`src/rtl/core/pnt_pkg.sv`:
```
package pnt_pkg;

    localparam int FracBits   = 16;
    localparam int GradFrac   = 14;
    localparam int TableBits  = 8;
    localparam int MaxOctaves = 15;
    localparam int SumW       = 48;

    typedef enum logic [2:0] {
        FUNC_LOAD_PX   = 3'd0,
        FUNC_LOAD_PY   = 3'd1,
        FUNC_LOAD_PZ   = 3'd2,
        FUNC_LOAD_GRAD = 3'd3,
        FUNC_NOISE     = 3'd4,
        FUNC_TURB      = 3'd5
    } func_t;

    typedef enum logic [3:0] {
        ST_IDLE,
        ST_FRAC,
        ST_LOOKUP,
        ST_HASH,
        ST_GRAD,
        ST_MUL,
        ST_TERM,
        ST_OCT,
        ST_DONE
    } state_t;

    // Operand selects for the shared multiplier.
    typedef enum logic [3:0] {
        MS_F2,
        MS_S,
        MS_WXY,
        MS_W,
        MS_GX,
        MS_GY,
        MS_GZ,
        MS_TERM
    } msel_t;

endpackage

```
`src/rtl/core/pnt_mul.sv`:
```
module pnt_mul
    import pnt_pkg::*;
(
    input  logic               aclk,
    input  logic signed [33:0] a,
    input  logic signed [33:0] b,
    output logic signed [67:0] p_reg
);

    // Registered shared multiplier; every product of the datapath passes here.
    always_ff @(posedge aclk) begin
        p_reg <= a * b;
    end

endmodule
```
`config.mk`:
```
export PLATFORM = sky130hd
export DESIGN_NAME = pnt_mul
export DESIGN_NICKNAME = d
export VERILOG_FILES = /design/src/rtl/core/pnt_pkg.sv /design/src/rtl/core/pnt_mul.sv
export SDC_FILE = /design/constraint.sdc
export NUM_CORES = 2
export LEC_CHECK = 0
export BUFFER_PORTS_ARGS = -buffer_cell sky130_fd_sc_hd__buf_4
export CAP_MARGIN = 40
export CORE_UTILIZATION = 47
export DETAILED_ROUTE_END_ITERATION = 6
export SLEW_MARGIN = 10
export SYNTH_ARGS = -nofsm -noshare
export SYNTH_HDL_FRONTEND = slang
export SYNTH_SLANG_ARGS = --single-unit
```
`constraint.sdc`:
```
create_clock -name aclk -period 12.2 [get_ports aclk]
set_input_delay 0.61 -clock aclk [delete_from_list [all_inputs] [get_ports aclk]]
set_output_delay 0.61 -clock aclk [all_outputs]
set_load 0.01 [all_outputs]
```
Word-level counts from Yosys, hierarchy flattened:

Cells that the tools add are included.

* register bits: 68
* word-level logic and storage cells: 2

* $mul: 1

Operator list (number)
* $mul 34x34->68: 1

Depth between registers and ports, before layout:

* word-level depth: 1
* mapped depth: 31
* mapped depth without buffers: 29

Least setup slack after synthesis:

No wires, ideal clock.

* path kind: input to register
* start point: input port a[33]
* end point: register p_reg[65]
* path slack: 4100 ps
* stages on the path: 24
* path buffers: 2
* arrival: 8028 ps
* data required time: 12128 ps
* path through: clkbuf_1 nand2_1 inv_1 fa_1 fa_1 fa_1 fa_1 inv_1 fa_1 fa_1 fa_1 fa_1 inv_1 ha_1 clkdlybuf4s50_2 nand3_1 or2_2 nor2_1 a221oi_1 o21ai_0 a31oi_2 nor2_2 o41ai_2 xnor2_1

* longest elaborated chain between the ends: 1

RTL lines
* from (decl): RTL line pnt_mul.sv:5 `input logic signed [33:0] a,`
* $mul 34x34->68: RTL line pnt_mul.sv:12 `p_reg <= a * b;`
* to (signal assigned): RTL line pnt_mul.sv:12
* to (decl): RTL line pnt_mul.sv:7 `output logic signed [67:0] p_reg`

Every way passes these cells.

Worst setup path in the final report:

* start point: input port a[33]
* end point: register p_reg[67]

The elaborated chain is that of the path after synthesis.

==> reports/qor.csv <==
metric,value,unit
crit-path max cell delay,0.74,ns
Mapped Cells,4554,
Worst Hold Depth,2,
mean routed wirelength per cell,21.2,um
top post-synthesis cells by count,"1,241 x fa_1, 1,231 x inv_1, 621 x and2_1",
Ys Warns,0,
outcome,completed,
Rows,110,
"Slowest-stage cell, CP",fa_1,
Sum Neg Setup Slack,0,ns
CTS sink cnt,68,
syn_area_per_cell,9.45,um2
first-pass GRT wire length,194000,um
"Seq/Total Area, Yosys",3.16,%
Synth Register Bits,68,
GRT overflow,0,
Area contributors post-synth,"fa_1 58%, inv_1 11%, and2_1 9.0%",
Vias/cell,5.22,
Port Buffers,136,
post-synth top area share,57.7,%
final hold violations,0,
DIE AREA,92800,um2
post-route ant nets,0,
Crit. Startpoint,a[33],
"Slew Viols, Final",0,
Hold Path Sink,p_reg[0],
Hold Buf Count CTS,0,
largest net degree at the start of global routing,35,
fillcell total,8549,
Tcrit/Tclk final,69.1,%
pre-CTS setup slack,3.43,ns
post-synth cell types,69,
Area growth syn-to-layout,4.67,%
vias in the first global route,33400,
critical path launch point type,primary input,
Hold Crit Class,primary input to flip-flop,
drt first pass iters,7,
Post-synth EDFFs,0,
Tmin final,8.42,ns
fmax,119,MHz
TritonCTS Buffers,9,
Initial Utilization,47.7,%
WS Path Type,primary input to flip-flop,
worst slew pin tran,0.792,ns
setup repair after global routing missed its margin,no,
vias,29600,
Crit path required time,12.51,ns
max reg flops,68,
Worst Path Arrival,8.73,ns
IO Count,137,
routed wire length,120000,um
ys flop type,dfxtp_1,
setup violators final,0,
Placed Area,44700,um2
share of cells above drive strength 1,4.30,%
DIE WIDTH,305,um
most common cell in the netlist,fa_1,
GR Util All Layers,27.8,%
post-synthesis async set-or-reset flop share,0,%
slew margin rel.,47.1,%
cell taking the most area after synthesis,fa_1,
setup bufs post-CTS,0,
CTS tree,built,
Root Driver,clkbuf_16,
worst setup margin,3.78,ns
Final Instance Area,45000,um2
hold_sp,b[0],
initial antenna violation count,5,
Crit path top cell by count,fa_1,
Crit. End Element,flip-flop,
PostCTS Resize Cnt,0,
Die Y,305,um
Bufs on Longest Clock Path,2,
crit-path max FO,34,
RePlAce Congestion,0.913,
Post-Syn Area,43000,um2
Syn Nets,6068,
dpl hpwl,92300,um
H-tree levels,3,
NumNets Final,5996,
Residual DRC,0,
core area,90300,um2
clk slew on worst S/H paths,0.07,ns
Max Cap Violations,0,
initial drt markers,1706,
-- per-layer routing --
metal / routed length (um) / vias up / track usage, %
li1: - / 12600 / -
met1: 51200 / 15800 / 37.9
met2: 57500 / 915 / 45.4
met3: 7610 / 167 / 4.73
met4: 3590 / 2 / 8.48
met5: 13 / - / 0
-- stage by stage --
stage	utilization (%)	hold slack, ns	std cells
after floorplan	-	0.737	4554
after global placement	49.5	1.00	5645
after detailed placement	49.5	1.00	5647
after CTS	49.9	0.655	5663
after global routing	49.9	0.677	5663
final	49.9	0.667	5667
-- critical path, delay by kind of cell --
| kind | cells | cell delay [ns] |
|---|---|---|
| adders and majority gates | 9 | 4.77 |
| and+or+nand+nor | 5 | 1.23 |
| buffers and inverters | 8 | 0.78 |
| AOI/OAI and AO/OA | 5 | 1.19 |
| xor gates and xnor gates | 1 | 0.12 |
-- how the worst max path moves through the flow --
stage                endpoint  cells after the start
floorplan           p_reg[65]                     24
global placement    p_reg[66]                     21
detailed placement  p_reg[67]                     28
CTS                 p_reg[67]                     28
global route        p_reg[61]                     28
finish              p_reg[67]                     28
-- cells in the final DEF (no fill, tap or decap), types with 9 or more instances in the layout --
master / n
fa_1: 1241
inv_1: 1231
and2_1: 621
nand2_1: 542
ha_1: 204
buf_4: 143
dfxtp_1: 68
a21oi_1: 61
xnor2_1: 56
nor2_1: 54
a21o_1: 37
o21ai_0: 31
xor2_1: 23
nand2b_1: 20
o21bai_1: 12
nand4_1: 11
nand3_1: 11
nor2b_1: 9
clkbuf_16: 9
-- kinds of logic (layout without fill, tap and decap cells) --
family | count (synthesis) | in the layout | share of synthesized area, %
adder cells (fa/ha/maj) | 1445 | 1445 | 63.7
AO/OA/AOI/OAI | 206 | 206 | 3.35
buffers and inverters | 1460 | 1393 | 12.8
flip-flops | 68 | 68 | 3.16
other | 0 | 4 | 0
AND/OR/NAND/NOR | 1296 | 1296 | 15.4
XOR/XNOR | 79 | 79 | 1.61
-- final cells by class --
cell class	instances	area, um2	share of cell area, %
flip-flops and latches	68	1360	3.02
well taps	1176	1470	3.27
diodes	4	10.0	0.0222
clock buffers	11	253	0.561
repair buffers	145	1090	2.43
multi-input cells	3026	36100	80.2
inverters	1232	4620	10.3
clock inverters	5	81.3	0.181
Power is left out: the tool's default activity adds up to more than one toggle a clock period on the data nets, which glitch-free logic cannot reach.
